File: src/rtl/bba_pkg.sv
// ----------------------------------------------------------------------------
// bba_pkg
// Constants, types and helpers shared by the bitmap block allocator.
// ----------------------------------------------------------------------------
`timescale 1ns / 1ps
`default_nettype none

package bba_pkg;

    localparam int BLOCK_COUNT   = 1024;
    localparam int BLK_W         = 10;
    localparam int BLOCK_SPAN    = 1 << BLK_W;
    localparam int USABLE_BLOCKS = (BLOCK_COUNT < BLOCK_SPAN) ? BLOCK_COUNT : BLOCK_SPAN;
    localparam int FREE_W        = $clog2(USABLE_BLOCKS + 1);
    localparam int FREE_OUT_W    = 11;

    localparam int BIT_W         = 5;
    localparam int WORD_BITS     = 1 << BIT_W;
    localparam int WORDS         = (USABLE_BLOCKS + WORD_BITS - 1) / WORD_BITS;
    localparam int ADDR_W        = (WORDS > 1) ? $clog2(WORDS) : 1;

    localparam int KIND_W        = 2;
    localparam int S_TDATA_W     = 16;
    localparam int M_TDATA_W     = 24;

    localparam logic [KIND_W-1:0] KIND_ALLOCATE = 2'd0;
    localparam logic [KIND_W-1:0] KIND_RELEASE  = 2'd1;
    localparam logic [KIND_W-1:0] KIND_MARK     = 2'd2;

    localparam logic STATUS_OK   = 1'b0;
    localparam logic STATUS_FULL = 1'b1;

    typedef logic [WORD_BITS-1:0] t_word;
    typedef logic [ADDR_W-1:0]    t_addr;

    typedef struct packed {
        logic load;
        logic rd;
        logic upd;
    } t_cmd;

    typedef struct packed {
        logic out_busy;
    } t_sts;

    // bits of a map word that name a usable block
    function automatic t_word word_mask(input t_addr widx);
        t_word m;
        m = '0;
        for (int b = 0; b < WORD_BITS; b++) begin
            m[b] = ((int'(widx) * WORD_BITS + b) < USABLE_BLOCKS);
        end
        return m;
    endfunction

endpackage

`default_nettype wire

File: src/rtl/bba_ctrl.sv
// ----------------------------------------------------------------------------
// bba_ctrl
// Request sequencer: take a beat, read the map word, update and post result.
// ----------------------------------------------------------------------------
`timescale 1ns / 1ps
`default_nettype none

module bba_ctrl
    import bba_pkg::*;
(
    input  wire  i_clk,
    input  wire  i_rst_n,
    input  wire  i_in_valid,
    output logic o_in_ready,
    input  t_sts i_sts,
    output t_cmd o_cmd
);

    localparam logic [1:0] ST_IDLE = 2'd0;
    localparam logic [1:0] ST_READ = 2'd1;
    localparam logic [1:0] ST_UPD  = 2'd2;

    logic [1:0] r_state;
    logic [1:0] n_state;

    assign o_in_ready = (r_state == ST_IDLE);

    always_comb begin
        n_state = r_state;
        o_cmd   = '0;
        case (r_state)
            ST_IDLE: begin
                if (i_in_valid) begin
                    o_cmd.load = 1'b1;
                    n_state    = ST_READ;
                end
            end
            ST_READ: begin
                o_cmd.rd = 1'b1;
                n_state  = ST_UPD;
            end
            ST_UPD: begin
                if (!i_sts.out_busy) begin
                    o_cmd.upd = 1'b1;
                    n_state   = ST_IDLE;
                end
            end
            default: begin
                n_state = ST_IDLE;
            end
        endcase
    end

    always_ff @(posedge i_clk) begin
        if (!i_rst_n) begin
            r_state <= ST_IDLE;
        end else begin
            r_state <= n_state;
        end
    end

endmodule

`default_nettype wire

File: src/rtl/bba_dp.sv
// ----------------------------------------------------------------------------
// bba_dp
// Used-map words, per-word full summary, free counter and result register.
// ----------------------------------------------------------------------------
`timescale 1ns / 1ps
`default_nettype none

module bba_dp
    import bba_pkg::*;
(
    input  wire                  i_clk,
    input  wire                  i_rst_n,
    input  t_cmd                 i_cmd,
    output t_sts                 o_sts,
    input  wire [KIND_W-1:0]     i_kind,
    input  wire [BLK_W-1:0]      i_block,
    output logic                 o_out_valid,
    input  wire                  i_out_ready,
    output logic [M_TDATA_W-1:0] o_out_data
);

    t_word               r_mem [WORDS];
    logic [WORDS-1:0]    r_row_vld;
    logic [WORDS-1:0]    r_full;
    logic [FREE_W-1:0]   r_free;

    logic [KIND_W-1:0]   r_kind;
    logic [BLK_W-1:0]    r_block;
    t_word               r_rd_raw;
    logic                r_rd_vld;
    t_addr               r_widx;
    logic                r_none;

    logic                r_out_valid;
    logic [M_TDATA_W-1:0] r_out_data;

    t_addr               first_open;
    t_addr               rd_addr;
    t_word               word;
    t_word               new_word;
    logic [BIT_W-1:0]    bit_sel;
    logic [BIT_W-1:0]    zero_bit;
    logic                in_range;
    logic                wr_en;
    logic                dec;
    logic                inc;
    logic                status;
    logic [BLK_W-1:0]    granted;
    logic [FREE_W-1:0]   free_next;

    always_comb begin
        first_open = '0;
        for (int i = WORDS - 1; i >= 0; i--) begin
            if (!r_full[i]) begin
                first_open = ADDR_W'(i);
            end
        end
    end

    assign rd_addr = (r_kind == KIND_ALLOCATE) ? first_open
                                               : ADDR_W'(r_block[BLK_W-1:BIT_W]);

    assign word     = (r_rd_vld ? r_rd_raw : '0) | ~word_mask(r_widx);
    assign bit_sel  = r_block[BIT_W-1:0];
    assign in_range = ({1'b0, r_block} < (BLK_W + 1)'(USABLE_BLOCKS));

    always_comb begin
        zero_bit = '0;
        for (int b = WORD_BITS - 1; b >= 0; b--) begin
            if (!word[b]) begin
                zero_bit = BIT_W'(b);
            end
        end
    end

    always_comb begin
        wr_en    = 1'b0;
        dec      = 1'b0;
        inc      = 1'b0;
        status   = STATUS_OK;
        granted  = '0;
        new_word = word;
        case (r_kind)
            KIND_ALLOCATE: begin
                if (r_none) begin
                    status = STATUS_FULL;
                end else begin
                    wr_en              = 1'b1;
                    dec                = 1'b1;
                    new_word[zero_bit] = 1'b1;
                    granted            = BLK_W'({r_widx, zero_bit});
                end
            end
            KIND_RELEASE: begin
                if (in_range && word[bit_sel]) begin
                    wr_en             = 1'b1;
                    inc               = 1'b1;
                    new_word[bit_sel] = 1'b0;
                end
            end
            KIND_MARK: begin
                if (in_range && !word[bit_sel]) begin
                    wr_en             = 1'b1;
                    dec               = 1'b1;
                    new_word[bit_sel] = 1'b1;
                end
            end
            default: begin
                wr_en = 1'b0;
            end
        endcase
    end

    assign free_next = dec ? (r_free - FREE_W'(1)) :
                       inc ? (r_free + FREE_W'(1)) : r_free;

    always_ff @(posedge i_clk) begin
        if (i_cmd.load) begin
            r_kind  <= i_kind;
            r_block <= i_block;
        end
        if (i_cmd.rd) begin
            r_rd_raw <= r_mem[rd_addr];
            r_rd_vld <= r_row_vld[rd_addr];
            r_widx   <= rd_addr;
            r_none   <= &r_full;
        end
        if (i_cmd.upd && wr_en) begin
            r_mem[r_widx] <= new_word;
        end
        if (i_cmd.upd) begin
            r_out_data <= {{(M_TDATA_W - FREE_OUT_W - 1 - BLK_W){1'b0}},
                           FREE_OUT_W'(free_next), status, granted};
        end
    end

    always_ff @(posedge i_clk) begin
        if (!i_rst_n) begin
            r_row_vld   <= '0;
            r_full      <= '0;
            r_free      <= FREE_W'(USABLE_BLOCKS);
            r_out_valid <= 1'b0;
        end else begin
            if (i_cmd.upd) begin
                r_free <= free_next;
                if (wr_en) begin
                    r_row_vld[r_widx] <= 1'b1;
                    r_full[r_widx]    <= &new_word;
                end
            end
            if (i_cmd.upd) begin
                r_out_valid <= 1'b1;
            end else if (i_out_ready) begin
                r_out_valid <= 1'b0;
            end
        end
    end

    assign o_sts.out_busy = r_out_valid && !i_out_ready;
    assign o_out_valid    = r_out_valid;
    assign o_out_data     = r_out_data;

endmodule

`default_nettype wire

File: src/rtl/bitmap_block_allocator.sv
// ----------------------------------------------------------------------------
// bitmap_block_allocator
// First-fit allocator over a one-bit-per-block used map with free count.
// ----------------------------------------------------------------------------
// Usage:
//   Requests arrive as beats on the s_axis channel: tuser carries the kind
//   (allocate, release, mark used), tdata carries the block number. Every
//   request answers with exactly one beat on m_axis: granted block, status
//   (full on a failed allocate) and the free count after the request.
//   A request is registered, then its map word is read, updated and
//   written back through the single map memory port, and the result is
//   registered for m_axis. s_axis_tready is high only between requests.
//   Allocate picks the first word whose summary bit says not full, then the
//   lowest clear bit in that word.
//   Reset: all blocks free, free count at the block total, no beat pending;
//   no clearing pass is needed.
//   Stall: a result waits in the output register while m_axis_tready is low;
//   the next request is read but not applied until that result is taken.
// ----------------------------------------------------------------------------
`timescale 1ns / 1ps
`default_nettype none

module bitmap_block_allocator
    import bba_pkg::*;
(
    input  wire                  i_clk,
    input  wire                  i_rst_n,
    input  wire                  s_axis_tvalid,
    output logic                 s_axis_tready,
    input  wire [S_TDATA_W-1:0]  s_axis_tdata,   // [9:0] block, [15:10] zero
    input  wire [KIND_W-1:0]     s_axis_tuser,   // [1:0] kind
    output logic                 m_axis_tvalid,
    input  wire                  m_axis_tready,
    output logic [M_TDATA_W-1:0] m_axis_tdata    // [9:0] granted_block, [10] status,
                                                 // [21:11] free_count, [23:22] zero
);

    t_cmd cmd;
    t_sts sts;

    bba_ctrl u_ctrl (
        .i_clk      (i_clk),
        .i_rst_n    (i_rst_n),
        .i_in_valid (s_axis_tvalid),
        .o_in_ready (s_axis_tready),
        .i_sts      (sts),
        .o_cmd      (cmd)
    );

    bba_dp u_dp (
        .i_clk       (i_clk),
        .i_rst_n     (i_rst_n),
        .i_cmd       (cmd),
        .o_sts       (sts),
        .i_kind      (s_axis_tuser),
        .i_block     (s_axis_tdata[BLK_W-1:0]),
        .o_out_valid (m_axis_tvalid),
        .i_out_ready (m_axis_tready),
        .o_out_data  (m_axis_tdata)
    );

endmodule

`default_nettype wire

File: config.mk
export PLATFORM = sky130hd
export DESIGN_NAME = bitmap_block_allocator
export DESIGN_NICKNAME = d
export VERILOG_FILES = /design/src/rtl/bba_pkg.sv /design/src/rtl/bba_ctrl.sv /design/src/rtl/bba_dp.sv /design/src/rtl/bitmap_block_allocator.sv
export SDC_FILE = /design/constraint.sdc
export NUM_CORES = 2
export LEC_CHECK = 0
export ABC_AREA = 1
export ABC_CLOCK_PERIOD_IN_PS = 5900
export BUFFER_PORTS_ARGS = -buffer_cell sky130_fd_sc_hd__buf_2
export CORE_MARGIN = 2
export CORE_UTILIZATION = 39
export DETAILED_ROUTE_END_ITERATION = 12
export SLEW_MARGIN = 20
export SYNTH_ARGS = -nofsm -noshare
export SYNTH_HDL_FRONTEND = slang
export SYNTH_SLANG_ARGS = --single-unit
File: constraint.sdc
create_clock -name i_clk -period 5.9 [get_ports i_clk]
set_input_delay 1.475 -clock i_clk [delete_from_list [all_inputs] [get_ports i_clk]]
set_output_delay 1.475 -clock i_clk [all_outputs]
set_load 0.005 [all_outputs]
After elaboration in Yosys (flattened, before gate mapping)
Memory sizes are Yosys's and may differ from the RTL's. A register that Yosys moved wholly into a read port is not among the register bits.
Index checks and enable logic that the tools add are counted.
- add/subtract/negate cells: 33
- order comparisons: 39
- eq/ne operators: 6
- multiplexer cells: 102
- bitwise gates (word level): 8
- reduce and logical (&&, ||, !) cells: 14
- operators with widths (kind ; number):
    32-bit by 12-bit less-than comparator with 1-bit output, second input constant ; 31
    5-bit 2-to-1 mux ; 65
    10-bit by 5-bit adder with 11-bit output, second input constant ; 16
    32-bit 2-to-1 mux ; 4
    32-bit OR ; 4
    32-bit one-hot mux with 3 select lines ; 1
    10-bit by 4-bit adder with 11-bit output, second input constant ; 8
    32-bit inverter ; 2
    32-bit AND reduction ; 2
    10-bit by 3-bit adder with 11-bit output, second input constant ; 4
    32-bit AND ; 1
    32-bit bitwise mux ; 1
    5-bit by 6-bit less-than comparator with 1-bit output, second input constant ; 4
    10-bit by 2-bit adder with 11-bit output, second input constant ; 2
    11-bit 2-to-1 mux ; 2
    1-bit 2-to-1 mux ; 19
    1-bit demux with 5-bit select ; 3
    5-bit by 1-bit >= comparator with 1-bit output, second input constant ; 3
    10-bit by 1-bit adder with 11-bit output, second input constant ; 1
    11-bit by 1-bit adder with 11-bit output, second input constant ; 1
    10-bit by 11-bit less-than comparator with 1-bit output, second input constant ; 1
    11-bit by 1-bit subtractor with 11-bit output, second input constant ; 1
    1-bit binary-select mux with 5-bit select ; 2
    2-bit one-hot mux with 3 select lines ; 1
    13 further kinds ; 23
- bits in registers: 119
- bits in writable memories: 1024
- bits of input ports: 22
- logic and storage cells: 216
- memories: 1
- memories (memory ; depth ; width ; rd ports ; clocked after memory_dff ; write ports ; RTL line ; RTL):
    u_dp.r_mem ; 32 ; 32 ; 1 ; 1 ; 1 ; bba_dp.sv:22 ; t_word r_mem [WORDS];

Logic depth before layout (Yosys ltp)
- word-level depth: 45
- gate-level depth with buffers: 44

Cells and area by module
From an unflattened synthesis, not the netlist that was laid out.
- cells, all modules: 4414
- area total of the unflattened synthesis: 50158.1 um2
- modules (own cells, without submodules) (module ; instances ; cells each ; area an instance (um2) ; seq. area each (um2)):
    bba_dp ; 1 ; 4399 ; 50055.5 ; 34463.1
    bba_ctrl ; 1 ; 15 ; 102.6 ; 40.0

Worst setup path before layout
No wires, ideal clock.
- path type: input to register
- from: input port m_axis_tready
- to: register u_dp.r_full[27]
- library setup time: 74 ps
- data arrival time: 4500 ps
- required time: 5826 ps
- setup slack: 1326 ps
- stages: 10
- buffers on the path: 0
- cells stage by stage: nor2_1 inv_1 nand2_1 inv_1 nand2_1 nor3_1 inv_1 nor2_1 o21ai_0 a21oi_2
- RTL lines (item ; RTL line ; RTL):
    start, declared ; bitmap_block_allocator.sv:33 ; input wire m_axis_tready,
    end signal, assigned by index ; bba_dp.sv:148 ; r_full[r_widx] <= &new_word;
    end, declared ; bba_dp.sv:24 ; logic [WORDS-1:0] r_full;

Worst setup path after layout
- from: register u_dp.r_rd_vld
- to: register u_dp.r_full[12]
- word-level cells in the longest chain between the ends: 43
- ends and longest elaborated chain (item ; RTL line ; RTL):
    start, declared ; bba_dp.sv:30 ; logic r_rd_vld;
    start signal, assigned ; bba_dp.sv:124 ; r_rd_vld <= r_row_vld[rd_addr];
    32-bit 2-to-1 mux * ; bba_dp.sv:63 ; assign word = (r_rd_vld ? r_rd_raw : '0) | ~word_mask(r_widx);
    32-bit OR * ; bba_dp.sv:63 ;
    5-bit 2-to-1 mux (32 in a row) ; bba_dp.sv:70 ; if (!word[b]) begin
    5-bit by 6-bit less-than comparator with 1-bit output (not written as such) or 5-bit by 1-bit >= comparator with 1-bit output (tied branches) ; bba_dp.sv:90 ; new_word[zero_bit] = 1'b1;
    1-bit logical AND (not written as such) ; bba_dp.sv:90 ;
    1-bit 2-to-1 mux (not written as such) ; bba_dp.sv:90 ;
    1-bit demux with 5-bit select ; -- ;
    32-bit OR (no source line) ; -- ;
    32-bit 2-to-1 mux ; bba_dp.sv:85 ; if (r_none) begin
    32-bit one-hot mux with 3 select lines * ; bba_dp.sv:83 ; case (r_kind)
    net u_dp.new_word[29] ; bba_dp.sv:40 ; t_word new_word;
    32-bit AND reduction * ; bba_dp.sv:148 ;
    32-bit bitwise mux * ; bba_dp.sv:148 ;
The timed path passes the listed nets; every way through them passes the cells marked *. The select of a mux whose other input is x is not followed.
A chain may end at the register's enable or synchronous reset.

==> flow_summary.yaml <==
run_status:
  status: "finished, final reports clean"
floorplan:
  coreArea_um2: 126000
  boundaryPins: 48
  initial_core_util: 0.394
  die_y_um: 361
  die_area_um2: 130000
  rows: 130
  die_w_um: 361
logic_synthesis:
  synth_top_area_cell: "edfxtp_1"
  syn_inst: 4236
  synth_edf_count: 1097
  async_flop_share: 0
  ys_seq_area_frac: 0.695
  ys_ff_latch: 1175
  synth_flop_cell: "edfxtp_1"
  synth_common_cells: "edfxtp_1, nand2_1, o211ai_1, nor2_1, inv_1"
  synth_top_area_frac: 0.663
  syn_area_per_cell_um2: 11.7
  synth_warnings: 0
  synth.distinct_cells: 48
  syn-cell-area_um2: 49700
  synth_most_common_cell: "edfxtp_1"
  yosys-top-cells-area: "edfxtp_1, o211ai_1, nand2_1"
sta:
  clock_skew_ns: 0.0290
  finalCriticalPeriod_ns: 4.92
  setup_viol: 0
  finalCritPeriodShare: 0.833
  rsz0062_at_grt: "no"
  slew_viol_final: 0
  hold_violations: 0
  slew_headroom: 0.284
  max_freq_ghz: 0.203
  setup_tns_ns: 0
  fin_hold_ws_ns: 0.459
  tightest_slew_ns: 1.07
drt:
  drt-total-wl_um: 130000
  drt-initial-drc-count: 3620
  num_vias: 32866
  wl_per_cell_um: 21.7
  firstDrtPassIters: 5
  viasPerCell: 5.47
  drtAntennaViolNets: 0
  drc: 0
critical_path:
  r2r_end: "u_dp.r_full[12]"
  cp_top_family: "simple AND/OR/NAND/NOR gates"
  path_buf_inv: 3
  crit_top_cell: "nand2_1"
  reg2reg_slack_ns: 0.98
  cp_slowest_cell: "edfxtp_1"
  cp.arrival_ns: 5.55
  critPathMaxFanout: 34
  worst_ep_required_time_ns: 6.54
  cp-start-kind: "register"
  rr_worst_depth: 28
  critPathKind: "register to register"
  critPathMaxStageDelay_ns: 0.77
  worst_setup_path_end_kind: "register"
  regToRegStartpoint: "u_dp.r_rd_vld"
  cp.depth: 28
  startpoint: "u_dp.r_rd_vld"
  critical_path.endpoint: "u_dp.r_full[12]"
clocking:
  path_clk_slew_ns: 0.06
  clockBufferDepth: 3
  cts_resized: 0
  numCtsBuffers: 116
  clkSinkCount: 1175
  cts-root-buf: "clkbuf_16"
  clkLatencyLatePin_ns: 0.71
  htreeDepth: 3
  tritoncts: "done"
  cts_hold_buf: 0
  cts_setup_buffers: 0
power:
  irDropWorstVdd_mv: 0.238
  total_power_mw: 18.1
  p_per_area_nw_per_um2: 322
  p_leak_nw: 19.3
final_layout:
  fillCellCount: 11274
  fin_util: 0.445
  area_growth_pct: 13.1
  drive_gt1_frac: 0.0995
  stdcell_area_um2: 56100
  fin_nets: 4273
global_routing:
  grt_antenna_before_repair: 1
  grt_pass1_vias: 31154
  grt_use_total: 0.197
  grt-ovfl-total: 0
  grt_max_degree: 158
  grt_pass1_wl_um: 196000
place:
  routabilityCongestion: 0.905
  place_area_um2: 52500
  post-dp-hpwl_um: 71500
  port_buffers: 39
flow_run:
  cap_violations: 0
worst_hold_path:
  holdCritPathClass: "register to register"
[area by class of cell]
type,count,area [um^2],area share
antenna,4,10.0,0.000178
clock buffer,153,3140,0.0559
clock inverter,67,534,0.00952
inverter,378,1440,0.0257
multi-input combinational,2409,12900,0.230
sequential,1175,34500,0.615
tap,1650,2060,0.0368
timing repair buffer,169,1520,0.0270
[cells by family (layout without fill, tap and decap cells)]
logic type / after synthesis / in the layout / synth area share
compound gates: 1055 / 1055 / 0.140
buf+inv: 653 / 767 / 0.0533
fa+ha+maj: 2 / 2 / 0.000504
xor+xnor: 10 / 10 / 0.00176
other cells: 1 / 6 / 0.0000755
flops: 1175 / 1175 / 0.695
simple gates: 1340 / 1340 / 0.110
[stage by stage]
step	setup WS (ns)	std cells
detailed placement	1.04	5781
global route	0.538	6001
CTS	1.06	6001
finish	0.984	6005
floorplan	1.33	4237
global placement	1.11	5780
[power breakdown]
part           total, mW  internal [mW]  switching [mW]  leakage [nW]
clock network       7.14           4.04            3.10          1.78
logic               1.60          0.401            1.20          6.86
registers           9.35           9.31          0.0354          10.6
[how the worst min path moves through the flow]
stage	start	end	cells after the start	slack (ns)
floorplan	u_dp.r_row_vld[10]	u_dp.r_row_vld[10]	1	0.43
global placement	u_dp.r_row_vld[6]	u_dp.r_row_vld[6]	1	0.44
detailed placement	u_dp.r_row_vld[6]	u_dp.r_row_vld[6]	1	0.45
CTS	u_dp.r_row_vld[6]	u_dp.r_row_vld[6]	1	0.46
global route	u_dp.r_row_vld[0]	u_dp.r_row_vld[0]	1	0.47
finish	u_dp.r_row_vld[17]	u_dp.r_row_vld[17]	1	0.46
[layer usage]
layer	global-route usage	wire [um]	vias up
li1	-	-	15348
met1	0.276	57400	16148
met2	0.324	61500	1185
met3	0.0264	8700	185
met4	0.0487	2660	0
met5	0	0	-
[flip-flops by register name, indices dropped and copies added, names as in the netlist]
register          cells
u_dp.r_mem         1024
u_ctrl.r_state        2
u_dp.r_kind           2
u_dp.r_row_vld       32
u_dp.r_none           1
u_dp.o_out_valid      1
u_dp.r_free          11
u_dp.r_widx           5
u_dp.r_rd_vld         1
u_dp.r_full          32
u_dp.r_rd_raw        32
u_dp.o_out_data      22
u_dp.r_block         10
[layout by cell type, fill, tap and decap left out, types with 78 or more instances in the layout]
cell       Yosys  routed
buf_4          5     103
inv_1        375     371
clkbuf_16      0     119
nand2_1      654     653
nand3_1      178     178
dfxtp_1       78      78
edfxtp_1    1097    1097
o211ai_1     523     523
o21ai_0      339     339
nor2_1       417     384
Note: power is estimated with default switching activity, not from simulation.
